===== src/sic_pkg.sv =====
package sic_pkg;

    // Access kinds carried by the command channel.
    localparam logic [2:0] KIND_WR_CONTROL = 3'd0;
    localparam logic [2:0] KIND_WR_COMPARE = 3'd1;
    localparam logic [2:0] KIND_TICK       = 3'd2;
    localparam logic [2:0] KIND_RD_LINE    = 3'd3;
    localparam logic [2:0] KIND_RD_CTRL_A  = 3'd4;
    localparam logic [2:0] KIND_RD_CTRL_B  = 3'd5;

    // Configuration register indexes.
    localparam logic [1:0] CFG_LINES_PER_FRAME = 2'd0;
    localparam logic [1:0] CFG_SPECIAL_MODE    = 2'd1;
    localparam logic [1:0] CFG_IRQ_VECTOR      = 2'd2;

    localparam int CFG_DATA_W = 9;

    // Control byte bits.
    localparam int CTL_MASK_BIT    = 0;
    localparam int CTL_COMPARE_BIT = 3;
    localparam int CTL_SPECIAL_BIT = 4;

    // Reset values and limits.
    localparam logic [8:0] LINES_RESET   = 9'd256;
    localparam logic [5:0] ROTARY_RESET  = 6'd32;
    localparam logic [5:0] ROTARY_MAX    = 6'd63;
    localparam logic [7:0] SPECIAL_DELAY = 8'd7;

    typedef struct packed {
        logic [2:0] kind;
        logic [7:0] data;
        logic [7:0] port_a;
        logic [7:0] port_b;
    } item_t;

    typedef struct packed {
        logic       irq;
        logic [7:0] vector;
        logic [7:0] read_data;
    } result_t;

    typedef struct packed {
        logic [8:0] lines_per_frame;
        logic       special_mode;
        logic [7:0] irq_vector;
    } cfg_t;

    // One frame-wrap step of a rotary counter: down first, then up.
    function automatic logic [5:0] step_rotary(input logic [5:0] count, input logic [7:0] port);
        logic [5:0] c;
        c = count;
        if (port[1] && (c != 6'd0))
        begin
            c = c - 6'd1;
        end
        if (port[0] && (c != ROTARY_MAX))
        begin
            c = c + 6'd1;
        end
        return c;
    endfunction

    function automatic logic [5:0] to_gray(input logic [5:0] n);
        return n ^ (n >> 1);
    endfunction

endpackage


===== src/sic_cmd_if.sv =====
interface sic_cmd_if;
    logic       valid;
    logic       ready;
    logic [2:0] kind;
    logic [7:0] data;
    logic [7:0] port_a;
    logic [7:0] port_b;

    modport source (output valid, output kind, output data, output port_a, output port_b,
                    input ready);
    modport sink   (input valid, input kind, input data, input port_a, input port_b,
                    output ready);
endinterface


===== src/sic_rsp_if.sv =====
interface sic_rsp_if;
    logic       valid;
    logic       ready;
    logic       irq;
    logic [7:0] vector;
    logic [7:0] read_data;

    modport source (output valid, output irq, output vector, output read_data, input ready);
    modport sink   (input valid, input irq, input vector, input read_data, output ready);
endinterface


===== src/sic_core.sv =====
module sic_core (
    input  logic             clk,
    input  logic             rst_n,
    input  logic             step,
    input  sic_pkg::item_t   item,
    input  sic_pkg::cfg_t    cfg,
    output sic_pkg::result_t result
);

    logic [7:0] line_now_reg,     line_now_next;
    logic [7:0] line_compare_reg, line_compare_next;
    logic [7:0] control_reg,      control_next;
    logic [7:0] special_line_reg, special_line_next;
    logic [5:0] rotary_a_reg,     rotary_a_next;
    logic [5:0] rotary_b_reg,     rotary_b_next;

    logic [8:0] line_inc;
    logic [7:0] delay_line;
    logic       fire;
    logic [7:0] fire_vector;

    // Next state and result for the item held in the input register.
    always_comb
    begin
        line_now_next     = line_now_reg;
        line_compare_next = line_compare_reg;
        control_next      = control_reg;
        special_line_next = special_line_reg;
        rotary_a_next     = rotary_a_reg;
        rotary_b_next     = rotary_b_reg;
        line_inc          = {1'b0, line_now_reg} + 9'd1;
        delay_line        = line_now_reg + sic_pkg::SPECIAL_DELAY;
        fire              = 1'b0;
        fire_vector       = 8'd0;
        result            = '0;

        case (item.kind)
            sic_pkg::KIND_WR_CONTROL:
            begin
                control_next = item.data;
                // Arm the delayed interrupt, pulled in ahead of a compare line in the window.
                if (item.data[sic_pkg::CTL_SPECIAL_BIT])
                begin
                    if ((line_compare_reg > line_now_reg) && (line_compare_reg < delay_line))
                    begin
                        special_line_next = line_compare_reg - 8'd1;
                    end
                    else
                    begin
                        special_line_next = delay_line;
                    end
                end
            end
            sic_pkg::KIND_WR_COMPARE:
            begin
                line_compare_next = item.data;
            end
            sic_pkg::KIND_TICK:
            begin
                // Advance the line; a normal-mode frame wrap steps the rotary counters.
                if (!cfg.special_mode && (line_inc == cfg.lines_per_frame))
                begin
                    line_now_next = 8'd0;
                    rotary_a_next = sic_pkg::step_rotary(rotary_a_reg, item.port_a);
                    rotary_b_next = sic_pkg::step_rotary(rotary_b_reg, item.port_b);
                end
                else
                begin
                    line_now_next = line_inc[7:0];
                end
                if (control_reg[sic_pkg::CTL_COMPARE_BIT] && (line_now_next == line_compare_reg))
                begin
                    fire        = 1'b1;
                    fire_vector = cfg.irq_vector;
                end
                // The special interrupt wins when both match.
                if (cfg.special_mode && control_reg[sic_pkg::CTL_SPECIAL_BIT]
                    && (line_now_next == special_line_reg))
                begin
                    fire        = 1'b1;
                    fire_vector = {cfg.irq_vector[7:4], 4'h0};
                end
                if (fire && !control_reg[sic_pkg::CTL_MASK_BIT])
                begin
                    result.irq    = 1'b1;
                    result.vector = fire_vector;
                end
            end
            sic_pkg::KIND_RD_LINE:
            begin
                result.read_data = line_now_reg;
            end
            sic_pkg::KIND_RD_CTRL_A:
            begin
                result.read_data = {item.port_a[7:6], sic_pkg::to_gray(rotary_a_reg)};
            end
            sic_pkg::KIND_RD_CTRL_B:
            begin
                result.read_data = {item.port_b[7], 1'b0, sic_pkg::to_gray(rotary_b_reg)};
            end
            default:
            begin
                result = '0;
            end
        endcase
    end

    // State registers update when the item moves into the result register.
    always_ff @(posedge clk or negedge rst_n)
    begin
        if (!rst_n)
        begin
            line_now_reg     <= 8'd0;
            line_compare_reg <= 8'd0;
            control_reg      <= 8'd0;
            special_line_reg <= 8'd0;
            rotary_a_reg     <= sic_pkg::ROTARY_RESET;
            rotary_b_reg     <= sic_pkg::ROTARY_RESET;
        end
        else if (step)
        begin
            line_now_reg     <= line_now_next;
            line_compare_reg <= line_compare_next;
            control_reg      <= control_next;
            special_line_reg <= special_line_next;
            rotary_a_reg     <= rotary_a_next;
            rotary_b_reg     <= rotary_b_next;
        end
    end

endmodule


===== src/scanline_interrupt_controller_top.sv =====
// Scanline interrupt controller with rotary controller tracking.
// The cmd channel carries one bus access or one scanline tick per transfer:
// control and compare line writes, ticks, line reads and controller reads.
// The rsp channel returns exactly one result per command, in order: the
// interrupt flag and vector for a tick, the read byte for a read kind.
// Configuration (frame length, special mode, vector byte) is written through
// cfg_we / cfg_index / cfg_wdata while no command is in flight.
// A transferred command lands in the input register, and when it advances its
// result is loaded into the output register, valid from then on. Throughput
// is one command per cycle while the receiver takes results; the per-item work
// is one increment and a few 8-bit compares between those two registers.
// When the receiver stalls, the output register holds its result and the
// input register holds one more command; cmd.ready drops only when both are
// full, and comes back in the same cycle the result is taken.
// Reset clears the line, compare, control and delay registers, sets both
// rotary counters to 32, the frame length to 256, special mode off and the
// vector to zero, and empties both pipeline registers.
module scanline_interrupt_controller_top (
    input  logic                              clk,
    input  logic                              rst_n,
    sic_cmd_if.sink                           cmd,
    sic_rsp_if.source                         rsp,
    input  logic                              cfg_we,
    input  logic [1:0]                        cfg_index,
    input  logic [sic_pkg::CFG_DATA_W-1:0]    cfg_wdata
);

    sic_pkg::cfg_t    cfg_reg;
    sic_pkg::item_t   item_reg;
    logic             item_valid_reg;
    sic_pkg::result_t result_reg;
    logic             result_valid_reg;
    sic_pkg::result_t result_next;
    logic             advance;

    // Configuration writes; an unknown index is ignored.
    always_ff @(posedge clk or negedge rst_n)
    begin
        if (!rst_n)
        begin
            cfg_reg.lines_per_frame <= sic_pkg::LINES_RESET;
            cfg_reg.special_mode    <= 1'b0;
            cfg_reg.irq_vector      <= 8'd0;
        end
        else if (cfg_we)
        begin
            case (cfg_index)
                sic_pkg::CFG_LINES_PER_FRAME: cfg_reg.lines_per_frame <= cfg_wdata;
                sic_pkg::CFG_SPECIAL_MODE:    cfg_reg.special_mode    <= cfg_wdata[0];
                sic_pkg::CFG_IRQ_VECTOR:      cfg_reg.irq_vector      <= cfg_wdata[7:0];
                default:                      cfg_reg                 <= cfg_reg;
            endcase
        end
    end

    // The held command moves on whenever the output register is free or drains.
    assign advance   = item_valid_reg && (!result_valid_reg || rsp.ready);
    assign cmd.ready = !item_valid_reg || advance;

    // Input register.
    always_ff @(posedge clk or negedge rst_n)
    begin
        if (!rst_n)
        begin
            item_valid_reg <= 1'b0;
        end
        else if (cmd.ready)
        begin
            item_valid_reg <= cmd.valid;
        end
    end

    always_ff @(posedge clk)
    begin
        if (cmd.valid && cmd.ready)
        begin
            item_reg.kind   <= cmd.kind;
            item_reg.data   <= cmd.data;
            item_reg.port_a <= cmd.port_a;
            item_reg.port_b <= cmd.port_b;
        end
    end

    sic_core u_core (
        .clk    (clk),
        .rst_n  (rst_n),
        .step   (advance),
        .item   (item_reg),
        .cfg    (cfg_reg),
        .result (result_next)
    );

    // Output register.
    always_ff @(posedge clk or negedge rst_n)
    begin
        if (!rst_n)
        begin
            result_valid_reg <= 1'b0;
        end
        else if (advance)
        begin
            result_valid_reg <= 1'b1;
        end
        else if (rsp.ready)
        begin
            result_valid_reg <= 1'b0;
        end
    end

    always_ff @(posedge clk)
    begin
        if (advance)
        begin
            result_reg <= result_next;
        end
    end

    assign rsp.valid     = result_valid_reg;
    assign rsp.irq       = result_reg.irq;
    assign rsp.vector    = result_reg.vector;
    assign rsp.read_data = result_reg.read_data;

endmodule


===== src/flat_wrapper.sv =====
// flat-port wrapper written by rule: the top's interface ports become plain ports
module scanline_interrupt_controller_top_flat 
  (clk, rst_n, cfg_we, cfg_index, cfg_wdata, cmd_valid, cmd_kind, cmd_data, cmd_port_a, cmd_port_b, cmd_ready, rsp_valid, rsp_irq, rsp_vector, rsp_read_data, rsp_ready);
  sic_cmd_if cmd_i ();
  sic_rsp_if rsp_i ();
  input  logic clk;
  input  logic rst_n;
  input  logic cfg_we;
  input  logic [1:0] cfg_index;
  input  logic [sic_pkg::CFG_DATA_W-1:0] cfg_wdata;
  input wire logic [$bits(cmd_i.valid)-1:0] cmd_valid;
  input wire logic [$bits(cmd_i.kind)-1:0] cmd_kind;
  input wire logic [$bits(cmd_i.data)-1:0] cmd_data;
  input wire logic [$bits(cmd_i.port_a)-1:0] cmd_port_a;
  input wire logic [$bits(cmd_i.port_b)-1:0] cmd_port_b;
  output wire logic [$bits(cmd_i.ready)-1:0] cmd_ready;
  output wire logic [$bits(rsp_i.valid)-1:0] rsp_valid;
  output wire logic [$bits(rsp_i.irq)-1:0] rsp_irq;
  output wire logic [$bits(rsp_i.vector)-1:0] rsp_vector;
  output wire logic [$bits(rsp_i.read_data)-1:0] rsp_read_data;
  input wire logic [$bits(rsp_i.ready)-1:0] rsp_ready;
  assign cmd_i.valid = cmd_valid;
  assign cmd_i.kind = cmd_kind;
  assign cmd_i.data = cmd_data;
  assign cmd_i.port_a = cmd_port_a;
  assign cmd_i.port_b = cmd_port_b;
  assign cmd_ready = cmd_i.ready;
  assign rsp_valid = rsp_i.valid;
  assign rsp_irq = rsp_i.irq;
  assign rsp_vector = rsp_i.vector;
  assign rsp_read_data = rsp_i.read_data;
  assign rsp_i.ready = rsp_ready;
  scanline_interrupt_controller_top u_core (.clk(clk), .rst_n(rst_n), .cmd(cmd_i), .rsp(rsp_i), .cfg_we(cfg_we), .cfg_index(cfg_index), .cfg_wdata(cfg_wdata));
endmodule

===== config.mk =====
export PLATFORM = sky130hd
export DESIGN_NAME = scanline_interrupt_controller_top_flat
export DESIGN_NICKNAME = d
export VERILOG_FILES = /design/src/sic_pkg.sv /design/src/sic_cmd_if.sv /design/src/sic_rsp_if.sv /design/src/sic_core.sv /design/src/scanline_interrupt_controller_top.sv /design/src/flat_wrapper.sv
export SDC_FILE = /design/constraint.sdc
export NUM_CORES = 1
export LEC_CHECK = 0
export ABC_AREA = 1
export BUFFER_PORTS_ARGS = -buffer_cell sky130_fd_sc_hd__buf_2
export CORE_ASPECT_RATIO = 1.75
export CORE_MARGIN = 5
export CORE_UTILIZATION = 45
export DETAILED_ROUTE_END_ITERATION = 7
export PLACE_DENSITY = 0.72
export SETUP_SLACK_MARGIN = 0.5
export SLEW_MARGIN = 10
export SYNTH_ARGS = -nofsm -noshare
export SYNTH_HDL_FRONTEND = slang
export SYNTH_SLANG_ARGS = --single-unit
export TNS_END_PERCENT = 10

===== constraint.sdc =====
create_clock -name clk -period 3 [get_ports clk]
set_input_delay 0.15 -clock clk [delete_from_list [all_inputs] [get_ports clk]]
set_output_delay 0.15 -clock clk [all_outputs]
set_load 0.1 [all_outputs]

# After elaboration in Yosys (flattened, before gate mapping)

Index checks and enable logic that the tools add are counted.

Logic and storage cells: 98
Memories kept: 0
Latch bits: 0
Bits in read-only memories: 0
Register bits: 105
Bits in writable memories: 0
Output and inout port bits: 19
Input bits: 43

$lt $le $gt $ge: 2
Multiply operators: 0
Divide/modulo/power cells: 0
Muxes and demuxes: 20
Shift-type cells: 0
Equality and inequality tests: 12
$add $sub $neg: 7
Bitwise operators: 5
Reduce and logical (&&, ||, !) cells: 33

Operator list:

| operator                                         | number |
|---|---|
| two-way mux 6 bit                                | 8 |
| two-way mux 8 bit                                | 5 |
| one-hot mux 8 bit (3 select lines)               | 1 |
| == test 8 bit                                    | 2 |
| AND reduction 2 bit                              | 7 |
| adder 6 x 1 -> 6 bit, second input constant      | 2 |
| logical AND 1 bit                                | 12 |
| != test 6 bit, second input constant             | 2 |
| nonzero test 6 bit                               | 2 |
| subtractor 6 x 1 -> 6 bit, second input constant | 2 |
| bitwise XOR 6 x 5 -> 6 bit                       | 2 |
| adder 8 x 1 -> 9 bit, second input constant      | 1 |
| == test 9 bit                                    | 1 |
| two-way mux 9 bit                                | 1 |
| adder 8 x 3 -> 8 bit, second input constant      | 1 |
| > comparator 8 bit                               | 1 |
| less-than comparator 8 bit                       | 1 |
| subtractor 8 x 1 -> 8 bit, second input constant | 1 |
| == test 3 x 2 -> 1 bit, second input constant    | 2 |
| == test 3 bit, second input constant             | 2 |
| AND reduction 3 bit                              | 2 |
| two-way mux 1 bit                                | 5 |
| logical NOT 1 bit                                | 4 |
| OR reduction 4 bit                               | 1 |
| 8 further kinds                                  | 11 |

# Longest topological paths before layout

Gate-level depths: netlist (run 1).

Depth in word-level cells: 13
Depth in mapped cells: 20
Depth with buffers taken out: 20

# Modules after synthesis

From an unflattened synthesis (run 1), not the netlist that was laid out.

Cells, all modules: 662
Area, all modules: 5855.6 µm²

Modules (own cells, without submodules):

| module                            | cells each | times used | seq. area each (µm²) | area each (µm²) |
|---|---|---|---|---|
| sic_core                          | 526        | 1          | 978.4                | 3687.3 |
| scanline_interrupt_controller_top | 136        | 1          | 1823.0               | 2168.3 |

# Worst setup path before layout (run 1)

No wires, ideal clock.

Kind: register -> register
From: register u_core.result_valid_reg, in the netlist u_core.rsp.valid
To: register u_core.item_reg[0] (netlist name), enable pin
Stages on the path, launching flop included: 4
Arrival: 2.517 ns
Path slack: 0.155 ns
Path buffers: 0
Setup time: 0.328 ns
Period minus slack after synthesis: 2.845 ns
Required time: 2.672 ns
Cell sequence: dfrtp_1 -> nand3_1 -> nand2_1 -> inv_1

Cells in the longest elaborated chain, start to end: 5

RTL lines:

| element                | line                                     | RTL |
|---|---|---|
| start, declared        | scanline_interrupt_controller_top.sv:32  | `logic result_valid_reg;` |
| start signal, assigned | scanline_interrupt_controller_top.sv:98  | `result_valid_reg <= 1'b0;` |
| start signal, assigned | scanline_interrupt_controller_top.sv:102 | `result_valid_reg <= 1'b1;` |
| start signal, assigned | scanline_interrupt_controller_top.sv:106 | `result_valid_reg <= 1'b0;` |
| logical NOT 1 bit      | scanline_interrupt_controller_top.sv:57  | `assign advance = item_valid_reg && (!result_valid_reg \|\| rsp.ready);` |
| logical OR 1 bit       | scanline_interrupt_controller_top.sv:57  |  |
| logical AND 1 bit      | scanline_interrupt_controller_top.sv:57  |  |
| logical OR 1 bit       | scanline_interrupt_controller_top.sv:58  | `assign cmd.ready = !item_valid_reg \|\| advance;` |
| net cmd_ready          | flat_wrapper.sv:16                       | `output wire logic [$bits(cmd_i.ready)-1:0] cmd_ready;` |
| logical AND 1 bit      | scanline_interrupt_controller_top.sv:75  | `if (cmd.valid && cmd.ready)` |
| end, declared          | scanline_interrupt_controller_top.sv:29  | `sic_pkg::item_t item_reg;` |

The timed path passes the listed nets, and every way through them passes these cells.
A chain may end at the register's enable or synchronous reset.

# Worst setup path in the final report (run 1)

From: register u_core.u_core.line_now_reg[0]
To: register u_core.result_reg, in the netlist u_core.rsp.vector[5], data pin

Cells in the longest elaborated chain, start to end: 12
Elaborated cells on any way between the ends: 16
Those cells by class: add/sub: 1; eq/ne: 3; mux: 7; reduce/logical: 5

RTL lines:

| element                       | line                                     | RTL |
|---|---|---|
| start, declared               | sic_core.sv:10                           | `logic [7:0] line_now_reg, line_now_next;` |
| start signal, assigned        | sic_core.sv:122                          | `line_now_reg <= line_now_next;` |
| adder 8 x 1 -> 9 bit *        | sic_core.sv:31                           | `line_inc = {1'b0, line_now_reg} + 9'd1;` |
| == test 9 bit                 | sic_core.sv:61                           | `if (!cfg.special_mode && (line_inc == cfg.lines_per_frame))` |
| logical AND 1 bit             | sic_core.sv:61                           |  |
| two-way mux 8 bit *           | sic_core.sv:61                           |  |
| two-way mux 8 bit *           | sic_core.sv:37                           | `case (item.kind)` |
| == test 8 bit                 | sic_core.sv:71                           | `if (control_reg[sic_pkg::CTL_COMPARE_BIT] && (line_now_next == line_compare_reg))` |
| logical AND 1 bit             | sic_core.sv:71                           |  |
| two-way mux 1 bit             | sic_core.sv:71                           |  |
| two-way mux 1 bit             | sic_core.sv:77                           | `if (cfg.special_mode && control_reg[sic_pkg::CTL_SPECIAL_BIT]` |
| two-way mux 1 bit             | sic_core.sv:37                           |  |
| logical AND 1 bit             | sic_core.sv:83                           | `if (fire && !control_reg[sic_pkg::CTL_MASK_BIT])` |
| AND reduction 2 bit (no line) | n/a                                      |  |
| end signal, assigned          | scanline_interrupt_controller_top.sv:114 | `result_reg <= result_next;` |
| end, declared                 | scanline_interrupt_controller_top.sv:31  | `sic_pkg::result_t result_reg;` |

Every way passes the cells marked *; elsewhere a longest branch is shown, timed or not. The select of a mux whose other input is x is not followed.

==> results of run 1 <==
-- worst max-delay path: cells and delay by family (launching register included) --
kind / cells / cell delay (ns)
adder cells (fa/ha/maj): 1 / 0.29
flip-flops: 1 / 0.41
AND/OR/NAND/NOR: 15 / 1.42
buffers and inverters: 4 / 0.41
-- synth_stat cells (all sizes together), types with 6 or more instances --
library cell	instances	area [um^2]
a21oi	19	95.1
buf	6	41.3
clkbuf	7	26.3
dfrtp	56	1400
edfxtp	35	1050
ha	37	463
inv	101	379
nand2	173	674
nand3	62	325
nand4	9	56.3
nor2	52	235
o211ai	12	90.1
o21ai	59	295
xor2	28	245
-- cells by family after synthesis --
logic type / after synthesis / share of synthesized area (%)
flops: 94 / 45.4
mux: 1 / 0.179
xor+xnor: 30 / 4.71
buf+inv: 114 / 8.01
simple gates: 305 / 24.1
fa+ha+maj: 37 / 8.30
compound gates: 95 / 9.33
-- power by group through the flow --
stage / Combinational, mW / Sequential (mW) / Clock, mW
after floorplan: 0.940 / 1.94 / 0
final: 1.77 / 1.75 / 1.21
after detailed placement: 1.61 / 1.76 / 0
after global placement: 1.57 / 1.75 / 0
after CTS: 1.75 / 1.74 / 1.22
after global routing: 1.96 / 1.77 / 1.28
-- metrics by stage --
stage	setup WS (ns)	cell area [um^2]	utilization [%]	cells	hold slack [ns]
after floorplan	0.390	5580	-	676	-0.146
after global placement	0.284	6150	51.0	901	0.327
after detailed placement	0.212	6150	51.0	901	0.328
after CTS	0.352	6750	55.9	939	0.0170
after global routing	0.194	6790	56.3	939	0.0415
final	0.332	6790	56.3	939	0.00296
-- per-layer routing --
layer,GRT usage [%],wire length [um],part of all wire [%]
met5,0,0,0
met4,13.5,772,5.5
met3,2.10,480,3.4
met2,38.1,7860,56
met1,19.9,4960,35
-- layout make-up --
class | instances | area (um^2) | share of cell area (%)
flip-flops and latches | 94 | 2530 | 37.3
repair buffers | 95 | 652 | 9.59
clock inverters | 7 | 91.3 | 1.34
inverters | 101 | 382 | 5.62
well taps | 165 | 206 | 3.04
clock buffers | 9 | 225 | 3.31
multi-input cells | 468 | 2700 | 39.8
-- timing repair --
| action | in CTS | in global routing |
|---|---|---|
| setup endpoints to repair | 24 | 29 |
| setup buffers | 4 | 0 |
| resized for setup | 21 | 10 |
| hold endpoints to repair | 18 | 0 |
| pin swaps | 13 | 3 |
| hold buffers | 18 | 0 |
-- worst paths after layout --
path	from	end	slack, ns	depth (start not counted)
worst max-delay path	u_core.u_core.line_now_reg[0]$_DFFE_PN0P_	u_core.rsp.vector[5]$_SDFFCE_PN0P_	0.33	20
worst min-delay path	rst_n	u_core.u_core.rotary_a_reg[4]$_DFFE_PN0P_	0.003	1
worst max register to register	u_core.u_core.line_now_reg[0]$_DFFE_PN0P_	u_core.rsp.vector[5]$_SDFFCE_PN0P_	0.33	20
worst min register to register	u_core.u_core.rotary_a_reg[2]$_DFFE_PN0P_	u_core.u_core.rotary_a_reg[2]$_DFFE_PN0P_	0.49	2
max in group asynchronous	rst_n	u_core.cfg_reg[17]$_DFFE_PN1P_	2.14	2
min in group clk	cmd_valid	u_core.item_valid_reg$_DFFE_PN0N_	0.01	3
==> summary.md, run 1 <==
| Metric | Value |
|---|---|
| Status | `finished, final reports clean` |
| # setup viols final | `0` |
| Critical setup path kind | `reg -> reg` |
| CP max-delay cell | `dfrtp_1` |
| Remaining DRCs | `0` |
| Gpl congestion | `0.900` |
| #FFs+latches synth | `94` |
| Max frequency | `375 MHz` |
| Worst vdd ir | `0.348 mV` |
| Synthesized cell area | `0.00558 mm^2` |
| Clock power frac | `25.5%` |
| Most common cell after layout, fill and taps aside | `nand2_1` |
| Net Sw Frac | `39.4%` |
| Worst slew pin tran | `1.11 ns` |
| Post-DP HPWL | `10900 um` |
| Final period util | `88.9%` |
| Leak pwr | `3.33 nW` |
| CTS root buf | `clkbuf_16` |
| Std cell rows | `53` |
| CTS Buffer Depth | `2` |
| ANT nets after route | `0` |
| Fraction of registers with async set/reset | `62.8%` |
| Vias/cell | `5.13` |
| Mapped Avg Cell Area | `8.25 um^2` |
| Area Growth Syn to Fin | `21.8%` |
| Seq/Total Area, Yosys | `45.4%` |
| Die X | `94.2 um` |
| PortBufs | `52` |
| CP Capture Type | `flop` |
| Max-slew violations | `0` |
| Number of global-route vias before repair | `4875` |
| Fill cells | `1096` |
| Initial antenna violation count | `0` |
| Tot GR Track Use | `20.1%` |
| Nets | `849` |
| CP Cell Sequence | `inv_2 > ha_4 > inv_4 > nand2_2 > nand3b_1 > nor2_2 > nand3_1 > nor2_1 > nand3_2 > buf_6 > buf_6 > nand2_4 > nand2_2 > nand2_1 > nand2_1 > nor2_2 > nand3_1 > nand2_1 > nand2_2 > nor2_2` |
| Drt pass-1 iters | `5` |
| Final setup TNS | `0 ns` |
| Gr ovfl total | `0` |
| Share of cells above drive strength 1 | `17.8%` |
| Comb power frac | `37.5%` |
| Critical path peak fanout | `7` |
| Internal | `2.86 mW` |
| Initial Util | `46.2%` |
| Hold Vio Cnt, Final | `0` |
| Synth cell types | `34` |
| Startpoint Class | `flop` |
| Global-route wire length before repair | `22900 um` |
| Initial DRC count | `344` |
| Crit path DAT | `2.89 ns` |
| Worst-path clk slew | `0.07 ns` |
| Via count | `4815` |
| CTS HTree Levels | `3` |
| Synth Warn # | `0` |
| Commonest non-fill, non-tap cells in the layout | `nand2_1, inv_1, nand3_1, o21ai_0, dfrtp_1` |
| Detailed Route WL | `14100 um` |
| Syn Nets | `756` |
| Largest stage delay, worst path | `0.41 ns` |
| Synthesized instance count | `676` |
| CTS buffer count | `9` |
| CTS tree | `yes` |
| Hold Path Class | `in -> async` |
| Total power | `4.73 mW` |
| Final antenna diode count | `0` |
| Core area | `0.0121 mm^2` |
| Die Y | `157 um` |
| Setup Skew | `0.00863 ns` |
| Slew margin rel. | `26.2%` |
| Boundary Pins | `62` |
| CTS Sinks | `94` |
| Wire length per cell | `15.0 um` |
| Sequential power share | `37.0%` |
| Post-layout min period | `2.67 ns` |
| Power per Cell Area | `696 mW/mm^2` |
| Largest net degree at the start of global routing | `47` |
| Die area | `0.0148 mm^2` |
| Post-synth EDFFs | `35` |
| Worst-Skew Late Latency | `0.35 ns` |
| Maxcap violations | `0` |
| RSZ-0062 raised after global routing | `yes` |
| Net Sw Power | `1.86 mW` |
| Ys flop type | `dfrtp_1` |
| CP required | `3.22 ns` |
Note: power is estimated with default switching activity, not from simulation.
==> run 2, diff against run 1 <==
Settings changed: CTS_CLUSTER_DIAMETER set to 60.
Clock period 3 ns to 3.25 ns, I/O delays scaled along.
==> run 2 against run 1 <==
  * Worst hold slack better by 0.020 ns
  * Core utilization up 0.81 points
  * Clock skew up 0.0036 ns
  * Clock-buffer cell count unchanged
  * Cell area up 1.4%
  * Critical path type unchanged
  * Combinational power down 6%
  * Global-route usage down 0.70 points
  * Clock power down 11%
  * Register-to-register slack better by 0.22 ns
  * Critical path depth down 3
  * Cell count down 0.64%
==> summary.md, run 2 (synthesis gave the netlist of run 1 again) <==
| Metric | Value |
|---|---|
| CTS tree | `yes` |
| Largest stage delay, worst path | `0.41 ns (about the same)` |
| Worst vdd ir | `0.323 mV (-7.3%)` |
| Setup Skew | `0.0122 ns (+0.00356 ns)` |
| # setup viols final | `0 (unchanged)` |
| Max-slew violations | `0 (unchanged)` |
| GRT met2 Usage | `37.5% (-0.68 points)` |
| Largest net degree at the start of global routing | `47 (unchanged)` |
| Tot GR Track Use | `19.4% (-0.70 points)` |
| Number of global-route vias before repair | `4623 (-5.2%)` |
| Status | `finished, final reports clean` |
| Startpoint Class | `flop` |
| Worst-path clk slew | `0.08 ns (about the same)` |
| CP Cell Sequence | `inv_2 > ha_4 > inv_2 > nand2_1 > nand3b_1 > nor2_4 > nand3_2 > nor2_4 > nand3_4 > clkbuf_16 > nand3_1 > nand2_1 > a21oi_2 > nand3_1 > nor2_2 > nand3_2 > nor2_1` |
| ANT nets after route | `0 (unchanged)` |
| Crit path DAT | `2.91 ns (+0.02 ns)` |
| CTS buffer count | `9 (unchanged)` |
| Power per Cell Area | `634 mW/mm^2 (-8.9%)` |
| Met1 Usage GRT | `19.8% (-0.10 points)` |
| CTS HTree Levels | `3 (unchanged)` |
| Initial DRC count | `324 (-5.8%)` |
| Gpl congestion | `0.940 (+4.5%)` |
| Commonest non-fill, non-tap cells in the layout | `nand2_1, inv_1, o21ai_0, dfrtp_1, buf_2` |
| Post-layout min period | `2.69 ns (+0.0268 ns)` |
| Initial antenna violation count | `0 (unchanged)` |
| RSZ-0062 raised after global routing | `yes` |
| Most crowded layer after global routing | `met2` |
| Die area | `0.0148 mm^2 (unchanged)` |
| Nets | `843 (-0.71%)` |
| Maxcap violations | `0 (unchanged)` |
| PortBufs | `52 (unchanged)` |
| Gr ovfl total | `0 (unchanged)` |
| Max frequency | `371 MHz (-0.99%)` |
| Worst-Skew Late Latency | `0.36 ns (about the same)` |
| Global-route wire length before repair | `22000 um (-3.7%)` |
| Core area | `0.0121 mm^2 (unchanged)` |
| Buf+Inv Stages, Crit Path | `3 (-1)` |
| Boundary Pins | `62 (unchanged)` |
| Share of cells above drive strength 1 | `20.2% (+2.4 points)` |
| Std cell rows | `53 (unchanged)` |
| CTS Sinks | `94 (unchanged)` |
| Remaining DRCs | `0 (unchanged)` |
| GRT met3 Usage | `2.97% (+0.86 points)` |
| CP max-delay cell | `dfrtp_2` |
| CP required | `3.47 ns (+0.25 ns)` |
| Worst slew pin tran | `0.853 ns (-0.254 ns)` |
| Total power | `4.37 mW (-7.6%)` |
| CTS Buffer Depth | `2 (unchanged)` |
| Slew margin rel. | `43.1% (+17 points)` |
| CTS root buf | `clkbuf_16` |
| Hold Vio Cnt, Final | `0 (unchanged)` |
| Vias/cell | `5.19 (+1.2%)` |
| Detailed Route WL | `14700 um (+4.2%)` |
| Critical path peak fanout | `6 (-1)` |
| Final setup TNS | `0 ns (unchanged)` |
| Leak pwr | `3.33 nW (about the same)` |
| Die Y | `157 um (unchanged)` |
| Initial Util | `46.2% (unchanged)` |
| Most common cell after layout, fill and taps aside | `nand2_1` |
| Worst hold slack | `0.0227 ns (+0.0198 ns)` |
| Die X | `94.2 um (unchanged)` |
| Post-DP HPWL | `10600 um (-3.0%)` |
| CP Capture Type | `flop` |
| Wire length per cell | `15.7 um (+4.9%)` |
| Critical path's top delay family | `simple AND/OR/NAND/NOR gates` |
| Hold Path Class | `in -> reg` |
| Final period util | `82.9% (-6.0 points)` |
| Via count | `4844 (+0.60%)` |
| Critical setup path kind | `reg -> reg` |
| Drt pass-1 iters | `6 (+1)` |
| Area Growth Syn to Fin | `23.6%` |
| Final antenna diode count | `0 (unchanged)` |
run 2: cell count changes in the layout (fill, tap and decap cells not counted), sizes merged:
| cell | previous run | this run |
|---|---|---|
| buf | 77 | 68 |
| dlygate4sd3 | 18 | 19 |
| clkinv | 2 | 1 |
| inv | 104 | 105 |
| bufinv | 1 | 0 |
| clkinvlp | 1 | 2 |
| clkbuf | 9 | 11 |
run 2: metrics by stage:
step                      std cells  setup slack (ns)  utilization, %  area, um^2
final                           933             0.555            57.1        6890
after global placement          892             0.422            50.4        6080
after floorplan                 676             0.640               -        5580
after global routing            933             0.406            57.1        6890
after CTS                       926             0.529            54.4        6570
after detailed placement        892             0.352            50.4        6080
run 2: worst register-to-register path, cell delays in order, from the launching register on:
cell and delay (ns):
dfrtp_2 0.41, inv_2 0.06, ha_4 0.28, inv_2 0.04, nand2_1 0.05, nand3b_1 0.13
nor2_4 0.19, nand3_2 0.11, nor2_4 0.11, nand3_4 0.13, clkbuf_16 0.19, nand3_1 0.06
nand2_1 0.10, a21oi_2 0.17, nand3_1 0.12, nor2_2 0.13, nand3_2 0.15, nor2_1 0.13
run 2: layout make-up:
type,count,area (um^2)
sequential,94,2540
fill,1073,5180
clock buffer,9,225
clock inverter,7,73.8
multi-input combinational,468,2820
tap,165,206
timing repair buffer,89,656
inverter,101,379
run 2: power breakdown:
group | switching [mW] | leakage (nW) | internal [mW]
sequential | 0.171 | 1.05 | 1.45
combinational | 1.08 | 2.14 | 0.588
clock | 0.532 | 0.141 | 0.545
total | 1.79 | 3.33 | 2.58
run 2: what timing repair did:
| item | CTS | global route |
|---|---|---|
| cloned | 0 | 3 |
| hold buffers | 18 | 1 |
| endpoints found under the setup margin | 9 | 24 |
| buffers inserted | 0 | 3 |
| resized for setup | 3 | 54 |
| pin swaps | 0 | 18 |
| hold endpoints to repair | 18 | 42 |
run 2: layer usage:
| layer | vias to the layer above | routed length (um) |
|---|---|---|
| li1 | 2372 | - |
| met1 | 2262 | 5200 |
| met2 | 148 | 8090 |
| met3 | 62 | 544 |
| met4 | 0 | 839 |
| met5 | - | 0 |
run 2: final timing paths:
path                                                      startpoint                                   endpoint  slack (ns)  cells past startpoint
min                                                        cmd_valid          u_core.item_valid_reg$_DFFE_PN0N_        0.02                      3
min in group asynchronous                                      rst_n  u_core.u_core.rotary_a_reg[4]$_DFFE_PN0P_        0.37                      2
min reg2reg                            u_core.cfg_reg[1]$_DFFE_PN0P_              u_core.cfg_reg[1]$_DFFE_PN0P_        0.49                      2
max in group asynchronous                                      rst_n             u_core.cfg_reg[17]$_DFFE_PN1P_        2.18                      3
max reg2reg                u_core.u_core.line_now_reg[0]$_DFFE_PN0P_         u_core.rsp.vector[0]$_SDFFCE_PP0P_        0.56                     17
max                        u_core.u_core.line_now_reg[0]$_DFFE_PN0P_         u_core.rsp.vector[0]$_SDFFCE_PP0P_        0.56                     17
